<file path="config.mk">
export PLATFORM = sky130hd
export DESIGN_NAME = scan_code_to_ascii_key_fifo
export DESIGN_NICKNAME = d
export VERILOG_FILES = /design/src/sv/sckf_pkg.sv /design/src/sv/sckf_ring.sv /design/src/sv/sckf_ctrl.sv /design/src/sv/scan_code_to_ascii_key_fifo.sv
export SDC_FILE = /design/constraint.sdc
export NUM_CORES = 1
export LEC_CHECK = 0
export ABC_AREA = 1
export BUFFER_PORTS_ARGS = -buffer_cell sky130_fd_sc_hd__buf_4
export CAP_MARGIN = 0
export CORE_AREA = 2 2 308 310
export DETAILED_ROUTE_END_ITERATION = 10
export DIE_AREA = 0 0 310 312
export GPL_TIMING_DRIVEN = 0
export HOLD_SLACK_MARGIN = 0.06
export PLACE_DENSITY = 0.64
export SYNTH_ARGS = -nofsm -noshare
export SYNTH_HDL_FRONTEND = slang
export SYNTH_SLANG_ARGS = --single-unit
</file>
<file path="constraint.sdc">
create_clock -name clk -period 20.4 [get_ports clk]
set_input_delay 5.1 -clock clk [delete_from_list [all_inputs] [get_ports clk]]
set_output_delay 5.1 -clock clk [all_outputs]
set_load 0.03 [all_outputs]
</file>
<file path="src/sv/sckf_pkg.sv">
`default_nettype none

package sckf_pkg;

  // Ring depth default
  localparam int DEF_RING_DEPTH = 128;

  // Set-1 scan codes with special meaning
  localparam logic [7:0] LSHIFT_DN = 8'h2A;
  localparam logic [7:0] RSHIFT_DN = 8'h36;
  localparam logic [7:0] LSHIFT_UP = 8'hAA;
  localparam logic [7:0] RSHIFT_UP = 8'hB6;
  localparam int         REL_BIT   = 7;
  localparam logic [7:0] MAP_LEN   = 8'd58;

  // Request kinds
  typedef enum logic {
    REQ_SCAN = 1'b0,
    REQ_READ = 1'b1
  } req_kind_t;

  // Control sequencer states
  typedef enum logic {
    ST_IDLE,
    ST_READ
  } ctl_state_t;

  // Input request
  typedef struct packed {
    logic       req_type;
    logic [7:0] scan_code;
  } req_t;

  // Result
  typedef struct packed {
    logic       char_valid;
    logic [7:0] char_out;
    logic       was_empty;
    logic       key_stored;
    logic       key_dropped;
    logic [7:0] fill_level;
  } rsp_t;

  // Ring port enables
  typedef struct packed {
    logic wr_en;
    logic rd_en;
  } ring_ctl_t;

  // Unshifted key map, codes 0x00..0x39
  localparam logic [7:0] PLAIN_MAP [58] = '{
    8'h00, 8'h1B, 8'h31, 8'h32, 8'h33, 8'h34, 8'h35, 8'h36,
    8'h37, 8'h38, 8'h39, 8'h30, 8'h2D, 8'h3D, 8'h08, 8'h09,
    8'h71, 8'h77, 8'h65, 8'h72, 8'h74, 8'h79, 8'h75, 8'h69,
    8'h6F, 8'h70, 8'h5B, 8'h5D, 8'h0D, 8'h00, 8'h61, 8'h73,
    8'h64, 8'h66, 8'h67, 8'h68, 8'h6A, 8'h6B, 8'h6C, 8'h3B,
    8'h00, 8'h00, 8'h00, 8'h00, 8'h7A, 8'h78, 8'h63, 8'h76,
    8'h62, 8'h6E, 8'h6D, 8'h2C, 8'h2E, 8'h2F, 8'h00, 8'h2A,
    8'h00, 8'h20
  };

  // Shifted key map, codes 0x00..0x39
  localparam logic [7:0] UPPER_MAP [58] = '{
    8'h00, 8'h1B, 8'h21, 8'h40, 8'h23, 8'h24, 8'h25, 8'h5E,
    8'h26, 8'h2A, 8'h28, 8'h29, 8'h5F, 8'h2B, 8'h08, 8'h09,
    8'h51, 8'h57, 8'h45, 8'h52, 8'h54, 8'h59, 8'h55, 8'h49,
    8'h4F, 8'h50, 8'h7B, 8'h7D, 8'h0D, 8'h00, 8'h41, 8'h53,
    8'h44, 8'h46, 8'h47, 8'h48, 8'h4A, 8'h4B, 8'h4C, 8'h3A,
    8'h00, 8'h7E, 8'h00, 8'h7C, 8'h5A, 8'h58, 8'h43, 8'h56,
    8'h42, 8'h4E, 8'h4D, 8'h3C, 8'h3E, 8'h3F, 8'h00, 8'h2A,
    8'h00, 8'h20
  };

  // Press code to ASCII; 0 outside the map
  function automatic logic [7:0] xlate(input logic [7:0] code, input logic shifted);
    logic [5:0] idx;
    logic [7:0] ch;
    idx = code[5:0];
    ch  = 8'h00;
    if (code < MAP_LEN) begin
      ch = shifted ? UPPER_MAP[idx] : PLAIN_MAP[idx];
    end
    return ch;
  endfunction

endpackage

`default_nettype wire

</file>
<file path="src/sv/sckf_ring.sv">
`default_nettype none

module sckf_ring #(
  parameter int RING_DEPTH = sckf_pkg::DEF_RING_DEPTH,
  localparam int AW = (RING_DEPTH > 1) ? $clog2(RING_DEPTH) : 1
) (
  input  wire logic                clk,
  input  wire sckf_pkg::ring_ctl_t ctl,
  input  wire logic [AW-1:0]       wr_addr,
  input  wire logic [7:0]          wr_data,
  input  wire logic [AW-1:0]       rd_addr,
  output logic [7:0]               rd_data
);
  import sckf_pkg::*;

  logic [7:0] mem [RING_DEPTH];

  // Write port
  always_ff @(posedge clk) begin
    if (ctl.wr_en) begin
      mem[wr_addr] <= wr_data;
    end
  end

  // Registered read port
  always_ff @(posedge clk) begin
    if (ctl.rd_en) begin
      rd_data <= mem[rd_addr];
    end
  end

endmodule

`default_nettype wire

</file>
<file path="src/sv/sckf_ctrl.sv">
`default_nettype none

module sckf_ctrl #(
  parameter int RING_DEPTH = sckf_pkg::DEF_RING_DEPTH,
  localparam int AW = (RING_DEPTH > 1) ? $clog2(RING_DEPTH) : 1,
  localparam int CW = $clog2(RING_DEPTH + 1)
) (
  input  wire logic                 clk,
  input  wire logic                 rst,
  input  wire logic                 in_valid,
  output logic                      in_ready,
  input  wire sckf_pkg::req_t       in_data,
  output logic                      out_valid,
  input  wire logic                 out_ready,
  output sckf_pkg::rsp_t            out_data,
  output sckf_pkg::ring_ctl_t       ring_ctl,
  output logic [AW-1:0]             wr_addr,
  output logic [7:0]                wr_data,
  output logic [AW-1:0]             rd_addr,
  input  wire logic [7:0]           rd_data
);
  import sckf_pkg::*;

  localparam logic [AW-1:0] LAST_SLOT = AW'(RING_DEPTH - 1);
  localparam logic [CW-1:0] FULL_CNT  = CW'(RING_DEPTH);

  ctl_state_t    state, state_next;
  logic          shift_down, shift_down_next;
  logic [AW-1:0] write_slot, write_slot_next;
  logic [AW-1:0] read_slot, read_slot_next;
  logic [CW-1:0] held_count, held_count_next;
  logic          out_valid_next;
  rsp_t          out_next;
  logic          acc;

  // State registers
  always_ff @(posedge clk) begin
    if (rst) begin
      state      <= ST_IDLE;
      shift_down <= 1'b0;
      write_slot <= '0;
      read_slot  <= '0;
      held_count <= '0;
      out_valid  <= 1'b0;
    end else begin
      state      <= state_next;
      shift_down <= shift_down_next;
      write_slot <= write_slot_next;
      read_slot  <= read_slot_next;
      held_count <= held_count_next;
      out_valid  <= out_valid_next;
    end
  end

  // Result register
  always_ff @(posedge clk) begin
    out_data <= out_next;
  end

  // Next state, ring access and result
  always_comb begin
    state_next      = state;
    shift_down_next = shift_down;
    write_slot_next = write_slot;
    read_slot_next  = read_slot;
    held_count_next = held_count;
    out_valid_next  = out_valid && !out_ready;
    out_next        = out_data;
    ring_ctl        = '0;
    wr_addr         = write_slot;
    wr_data         = xlate(in_data.scan_code, shift_down);
    rd_addr         = read_slot;
    in_ready        = (state == ST_IDLE) && (!out_valid || out_ready);
    acc             = in_valid && in_ready;

    case (state)
      ST_IDLE: begin
        if (acc) begin
          out_next = '0;
          if (in_data.req_type == REQ_READ) begin
            if (held_count == '0) begin
              out_next.was_empty  = 1'b1;
              out_next.fill_level = 8'(held_count);
              out_valid_next      = 1'b1;
            end else begin
              // pop: data comes back next cycle
              ring_ctl.rd_en  = 1'b1;
              read_slot_next  = (read_slot == LAST_SLOT) ? '0 : read_slot + 1'b1;
              held_count_next = held_count - 1'b1;
              state_next      = ST_READ;
            end
          end else begin
            out_valid_next      = 1'b1;
            out_next.fill_level = 8'(held_count);
            if (in_data.scan_code inside {LSHIFT_UP, RSHIFT_UP}) begin
              shift_down_next = 1'b0;
            end else if (in_data.scan_code inside {LSHIFT_DN, RSHIFT_DN}) begin
              shift_down_next = 1'b1;
            end else if (!in_data.scan_code[REL_BIT]) begin
              if (held_count == FULL_CNT) begin
                out_next.key_dropped = 1'b1;
              end else begin
                ring_ctl.wr_en      = 1'b1;
                write_slot_next     = (write_slot == LAST_SLOT) ? '0 : write_slot + 1'b1;
                held_count_next     = held_count + 1'b1;
                out_next.key_stored = 1'b1;
                out_next.fill_level = 8'(held_count + 1'b1);
              end
            end
          end
        end
      end
      ST_READ: begin
        out_next            = '0;
        out_next.char_valid = 1'b1;
        out_next.char_out   = rd_data;
        out_next.fill_level = 8'(held_count);
        out_valid_next      = 1'b1;
        state_next          = ST_IDLE;
      end
      default: begin
        state_next = ST_IDLE;
      end
    endcase
  end

`ifndef ASSERT_OFF
  a_cnt_bound: assert property (@(posedge clk) disable iff (rst)
    held_count <= FULL_CNT)
    else $error("held count above ring depth");

  a_read_no_out: assert property (@(posedge clk) disable iff (rst)
    state == ST_READ |-> !out_valid && !in_ready)
    else $error("result or request taken during ring read");

  a_read_done: assert property (@(posedge clk) disable iff (rst)
    state == ST_READ |=> out_valid && out_data.char_valid && state == ST_IDLE)
    else $error("ring read did not produce a character");

  a_store_cnt: assert property (@(posedge clk) disable iff (rst)
    ring_ctl.wr_en |=> held_count == $past(held_count) + 1'b1)
    else $error("store did not bump count");
`endif

endmodule

`default_nettype wire

</file>
<file path="src/sv/scan_code_to_ascii_key_fifo.sv">
`default_nettype none

// Channel   Signals                          Payload
// in        in_valid / in_ready / in_data    req_type, scan_code
// out       out_valid / out_ready / out_data char_valid .. fill_level
//
// A scan event is answered directly; a read of a non-empty ring passes through
// ST_READ for the registered read port of the memory. One request at a time.
// Synchronous active-high reset clears pointers, count and shift flag; the
// character memory is not cleared. A request is taken while the previous
// result is being taken; a stalled result blocks new requests.

module scan_code_to_ascii_key_fifo #(
  parameter int RING_DEPTH = sckf_pkg::DEF_RING_DEPTH
) (
  input  wire logic           clk,
  input  wire logic           rst,
  input  wire logic           in_valid,
  output logic                in_ready,
  input  wire sckf_pkg::req_t in_data,
  output logic                out_valid,
  input  wire logic           out_ready,
  output sckf_pkg::rsp_t      out_data
);
  import sckf_pkg::*;

  localparam int AW = (RING_DEPTH > 1) ? $clog2(RING_DEPTH) : 1;

  ring_ctl_t     ring_ctl;
  logic [AW-1:0] wr_addr;
  logic [AW-1:0] rd_addr;
  logic [7:0]    wr_data;
  logic [7:0]    rd_data;

  // Sequencer, pointers and result register
  sckf_ctrl #(
    .RING_DEPTH (RING_DEPTH)
  ) u_ctrl (
    .clk       (clk),
    .rst       (rst),
    .in_valid  (in_valid),
    .in_ready  (in_ready),
    .in_data   (in_data),
    .out_valid (out_valid),
    .out_ready (out_ready),
    .out_data  (out_data),
    .ring_ctl  (ring_ctl),
    .wr_addr   (wr_addr),
    .wr_data   (wr_data),
    .rd_addr   (rd_addr),
    .rd_data   (rd_data)
  );

  // Character memory
  sckf_ring #(
    .RING_DEPTH (RING_DEPTH)
  ) u_ring (
    .clk     (clk),
    .ctl     (ring_ctl),
    .wr_addr (wr_addr),
    .wr_data (wr_data),
    .rd_addr (rd_addr),
    .rd_data (rd_data)
  );

endmodule

`default_nettype wire
</file>
After elaboration in Yosys (flattened, before gate mapping)

Memories as Yosys holds them, arrays and structs flattened. A register that Yosys moved wholly into a read port is not among the register bits.
Cells that the tools add are included.

Register bits: 45
Bits in latches: 0
Memory bits (writable): 1024
Memory bits (read-only): 1024
Input bits: 13
Memories: 3

Memories:

| name            | words | width | read ports | clocked after Yosys merged registers in | wr ports | RTL line        | RTL |
|---|---|---|---|---|---|---|---|
| u_ring.mem      | 128   | 8     | 1          | 1                                       | 1        | sckf_ring.sv:16 | `logic [7:0] mem [RING_DEPTH];` |
| (no name shown) | 64    | 8     | 1          | 0                                       | 0        | sckf_pkg.sv:81  | `ch = shifted ? UPPER_MAP[idx] : PLAIN_MAP[idx];` |
| (no name shown) | 64    | 8     | 1          | 0                                       | 0        | sckf_pkg.sv:81  |  |

Add/subtract/negate cells: 4
$mul: 0
Divide/modulo/power cells: 0
$lt $le $gt $ge: 2
Equality and inequality tests: 12
Shift-type cells: 0
Mux-type cells: 44
Bitwise operators: 8
Reduce and logical (&&, ||, !) cells: 14

Operators by type and width:

| kind                                                   | number |
|---|---|
| two-way mux 8 bit                                      | 14 |
| one-hot mux 20 bit (2 select lines)                    | 1 |
| two-way mux 10 bit                                     | 3 |
| equality test 8 bit (second input constant)            | 3 |
| two-way mux 20 bit                                     | 1 |
| two-way mux 1 bit                                      | 18 |
| equality test 8 x 6 -> 1 bit (second input constant)   | 2 |
| adder 7 x 1 -> 7 bit (second input constant)           | 2 |
| equality test 7 bit (second input constant)            | 2 |
| two-way mux 7 bit                                      | 2 |
| adder 8 x 1 -> 8 bit (second input constant)           | 1 |
| zero test 8 bit                                        | 1 |
| < comparator 8 x 6 -> 1 bit (second input constant)    | 1 |
| AND reduction 4 bit                                    | 2 |
| subtractor 8 x 1 -> 8 bit (second input constant)      | 1 |
| >= comparator 7 bit (second input constant)            | 1 |
| NOT 1 bit                                              | 7 |
| NOT 6 -> 7 bit                                         | 1 |
| AND reduction 7 bit                                    | 1 |
| two-way mux 2 bit                                      | 3 |
| inequality test 2 bit (second input constant)          | 3 |
| AND reduction 6 bit                                    | 1 |
| nonzero test 2 bit                                     | 3 |
| inequality test 2 x 1 -> 1 bit (second input constant) | 2 |
| 4 further kinds                                        | 8 |

Depth between registers and ports, before layout

Depth after elaboration: 10
Mapped depth: 16
Mapped depth without buffers: 13

Cells and area by module

Synthesis repeated with hierarchy kept, for this count alone.

Cells, all modules: 4125
Area, all modules: 45792.7 µm²

By module, submodules not included:

| module    | times used | cells each | area each (µm²) | seq. area each (µm²) |
|---|---|---|---|---|
| sckf_ring | 1          | 3575       | 42184.2         | 30989.7 |
| sckf_ctrl | 1          | 550        | 3608.5          | 1101.1 |

Least setup slack after synthesis

Ideal clock, no wire load.

Kind: in2reg
From: in in_data[2] (netlist bit)
To: mem u_ring.mem[0][4], data pin
Data arrival time: 10.936 ns
Setup slack: 8.311 ns
Stages: 7
Path buffers: 2
Cells stage by stage: buf_4 -> inv_1 -> buf_2 -> nand2_1 -> a31oi_1 -> nand3_1 -> nor3_1

Cells in the longest elaborated chain, start to end: 6
Elaborated cells on any way between the ends: 10
Those cells by class: order compare: 1; mux: 6; bitwise: 1; memory: 2

Ends and longest elaborated chain:

| item                                                  | RTL line                          | RTL |
|---|---|---|
| start, declared                                       | scan_code_to_ascii_key_fifo.sv:20 | `input wire sckf_pkg::req_t in_data,` |
| NOT 6 -> 7 bit (implied by the code)                  | sckf_pkg.sv:81                    |  |
| memory read (64 x 8 bit)                              | --                                |  |
| two-way mux 8 bit (implied by the code) (2 in series) | sckf_pkg.sv:81                    |  |
| two-way mux 8 bit                                     | sckf_pkg.sv:81                    |  |
| two-way mux 8 bit (*)                                 | sckf_pkg.sv:80                    | `if (code < MAP_LEN) begin` |
| named net u_ctrl.wr_data[4]                           | sckf_ctrl.sv:18                   | `output logic [7:0] wr_data,` |
| end, declared                                         | sckf_ring.sv:16                   |  |

The timed path passes the listed nets; every way through them passes the cells marked *. The select of a mux whose other input is x is not followed.

Worst setup path after layout

From: in out_ready
To: out in_ready

Cells in the longest elaborated chain, start to end: 2

Ends and longest elaborated chain:

| item              | RTL line                          | RTL |
|---|---|---|
| start, declared   | scan_code_to_ascii_key_fifo.sv:22 | `input wire logic out_ready,` |
| logical OR 1 bit  | sckf_ctrl.sv:73                   | `in_ready = (state == ST_IDLE) && (!out_valid \|\| out_ready);` |
| logical AND 1 bit | sckf_ctrl.sv:73                   |  |
| end, declared     | scan_code_to_ascii_key_fifo.sv:19 | `output logic in_ready,` |

No other way between the ends.

==> impl_metrics.toml <==
[critical_path]
crit_chain = "buf_4 -> o21ai_1 -> inv_2 -> buf_4"
endpoint_kind = "output pin"
slowest_delay_ns = 0.16
cp_common_cell = "buf_4"
arrival_ns = 5.57
crit_path_max_fanout = 3
crit_buf_inv = 3
path_class = "in -> out"
cp_top_family = "buffers and inverters"
cp-start-kind = "input pin"
cp.required_ns = 15.30
crit_slowest_cell = "buf_4"

[yosys]
synth_cells = 4105
synth_cell_types = 46
synth_simple_gate_area_share = 0.219
netlist_top_cells_count = "nand2_1, edfxtp_1, nor2_1, nand3_1, inv_1"
yosysWarnings = 0
yosys_register_bits = 947
netlist_area_um2 = 41600
synth_fa_ha_area_frac = 0.00511
synth-main-ff-cell = "edfxtp_1"
synthTopCellsByArea = "edfxtp_1, nand2_1, nor2_1, nand3_1, inv_1"
yosysTopAreaCellShare = 0.665
synth.area.mux_share = 0
synth_top_family_by_area = "simple AND/OR/NAND/NOR gates"
synthesis.nets = 4135
avgSynthCellArea_um2 = 10.1
synth_edf_count = 922
post_synth_xor_area_fraction = 0.00252
synth_compound_area_frac = 0.0374
ys_seq_area_frac = 0.677
synth.most_common_cell = "nand2_1"
ys_async_sr_fraction = 0
synth.largest_area_cell = "edfxtp_1"

[power_and_ir_drop]
switchingPower_mw = 1.21
p_int_mw = 3.37
vdd_drop_max_uv = 94.9
combPwrFrac = 0.127
clockPowerShare = 0.402
pwr-share-seq = 0.470
switching_share = 0.265
power.leakage_nw = 18.7
powerDensity_nw_per_um2 = 96.7

[grt]
overflow = 0
grt_max_degree = 71
track_usage = 0.278
grt_pass1_wl_um = 193000
grt_antenna_before_repair = 3
grt_pass1_vias = 28500

[routing]
wl_per_cell_um = 24.3
routed_via_density = 5.47
drtAntennaViolNets = 0
dr.pass1.iters = 5
vias = 30700
drc = 0
routed_wl_um = 136000
initialDrtViolationCount = 4057

[cts]
htreeDepth = 3
cts_resized = 0
cts_buffers = 100
clkTransAtPathRegs_ns = 0.06
cts_setup_buffers = 0
clk_latency_ns = 0.69
holdBufCountCts = 0
clkSinkCount = 947
clk_root_buffer_cell = "clkbuf_16"
clockBufferDepth = 3
cts_tree = "yes"

[outcome]
status = "finished, final reports clean"

[timing]
rsz0062_at_grt = "no"
setup_viol = 0
fmax_mhz = 93.7
worst_slack_ns = 9.73
relSlewSlack = 0.194
fin_skew_ns = 0.0355
finalCritPeriodShare = 0.523
hold_ws_ns = 0.500
finalHoldViolations = 0
maxSlewViolCount = 0
timing.final.crit_period_ns = 10.67
fin_tns_setup_ns = 0
tightest_slew_ns = 1.21

[layout]
final_nets = 4298
multi_input_area_um2 = 11100
n_antenna_cell = 0
final_area_um2 = 47400
seqCellArea_um2 = 28200
areaGrowthSynthToFinish_pct = 13.8
drive_gt1_frac = 0.0770
fin_util = 0.509
fill_cells = 8307

[floorplanning]
ios = 35
core_um2 = 93000
rows = 112
die_h_um = 312
start_util = 0.448
die_w_um = 310
dieArea_um2 = 96700

[placed_design]
hpwl_um = 94400
placed_area_um2 = 44100
pre_cts_slack_ns = 9.73
place_congestion = 0.963
io_buffers = 31

[job]
maxCapViolations = 0

[worst_hold_path]
hold_class = "reg -> reg"
-- worst paths after layout --
check,slack (ns),start,depth (start not counted),to
max reg2reg,16.78,u_ctrl.held_count[0],10,u_ring.mem[7][4]
min,0.50,u_ring.rd_data[0],2,u_ctrl.out_data[11]
min reg2reg,0.50,u_ring.rd_data[0],2,u_ctrl.out_data[11]
max,9.73,out_ready,4,in_ready
-- layer usage --
metal  share of wire  global-route usage  up-vias
li1                -                   -    13900
met1            0.39               0.369    14600
met2            0.44               0.426     1820
met3            0.11              0.0652      390
met4           0.061               0.147        6
met5         0.00028                   0        -
-- sequential cells by signal, indices dropped and copies added (netlist names) --
name               count
u_ring.mem           896
u_ctrl.out_data       19
u_ctrl.shift_down      1
u_ctrl.out_valid       1
u_ctrl.wr_addr         7
u_ctrl.state           1
u_ctrl.held_count      8
u_ring.rd_data         7
u_ctrl.rd_addr         7
-- through the flow --
step / instances / power [mW]
floorplan: 4105 / 2.52
global placement: 5390 / 2.76
detailed placement: 5420 / 2.76
CTS: 5603 / 4.57
global route: 5603 / 4.69
finish: 5603 / 4.58
-- power groups by stage --
| stage | Combinational, mW | Clock, mW | Sequential (mW) |
|---|---|---|---|
| after floorplan | 0.304 | 0 | 2.21 |
| after global placement | 0.546 | 0 | 2.21 |
| after detailed placement | 0.566 | 0 | 2.20 |
| after CTS | 0.569 | 1.84 | 2.15 |
| after global routing | 0.618 | 1.92 | 2.16 |
| final | 0.583 | 1.84 | 2.15 |
-- layout make-up --
type	count	area share
multi-input cells	2557	0.233
clock buffers	135	0.0578
plain buffers	208	0.0207
inverters	393	0.0312
clock inverters	48	0.0116
repair buffers	61	0.0171
flip-flops and latches	947	0.595
well taps	1254	0.0331
-- placed cells by master (no fill, tap or decap), drive strengths merged, types with 14 or more instances in the layout --
cell / netlist / routed
dfxtp: 25 / 25
nand2: 1220 / 1220
nand3: 407 / 407
edfxtp: 922 / 922
clkinv: 4 / 35
inv: 389 / 392
nor3: 14 / 14
o21ai: 211 / 211
clkbuf: 86 / 221
nor2: 583 / 583
a21oi: 47 / 47
ha: 17 / 17
buf: 122 / 183
-- cells by family after synthesis --
kind of cell / count (synthesis)
buffers and inverters: 601
flip-flops: 947
other: 1
adder cells (fa/ha/maj): 17
AND/OR/NAND/NOR: 2235
XOR/XNOR: 12
AO/OA/AOI/OAI: 292
-- tightest hold or removal path, cell delays in order, from the launching register on --
cell	delay (ns)
edfxtp_1	0.31
nand2_1	0.05
inv_1	0.04
Note: power is estimated with default switching activity, not from simulation.
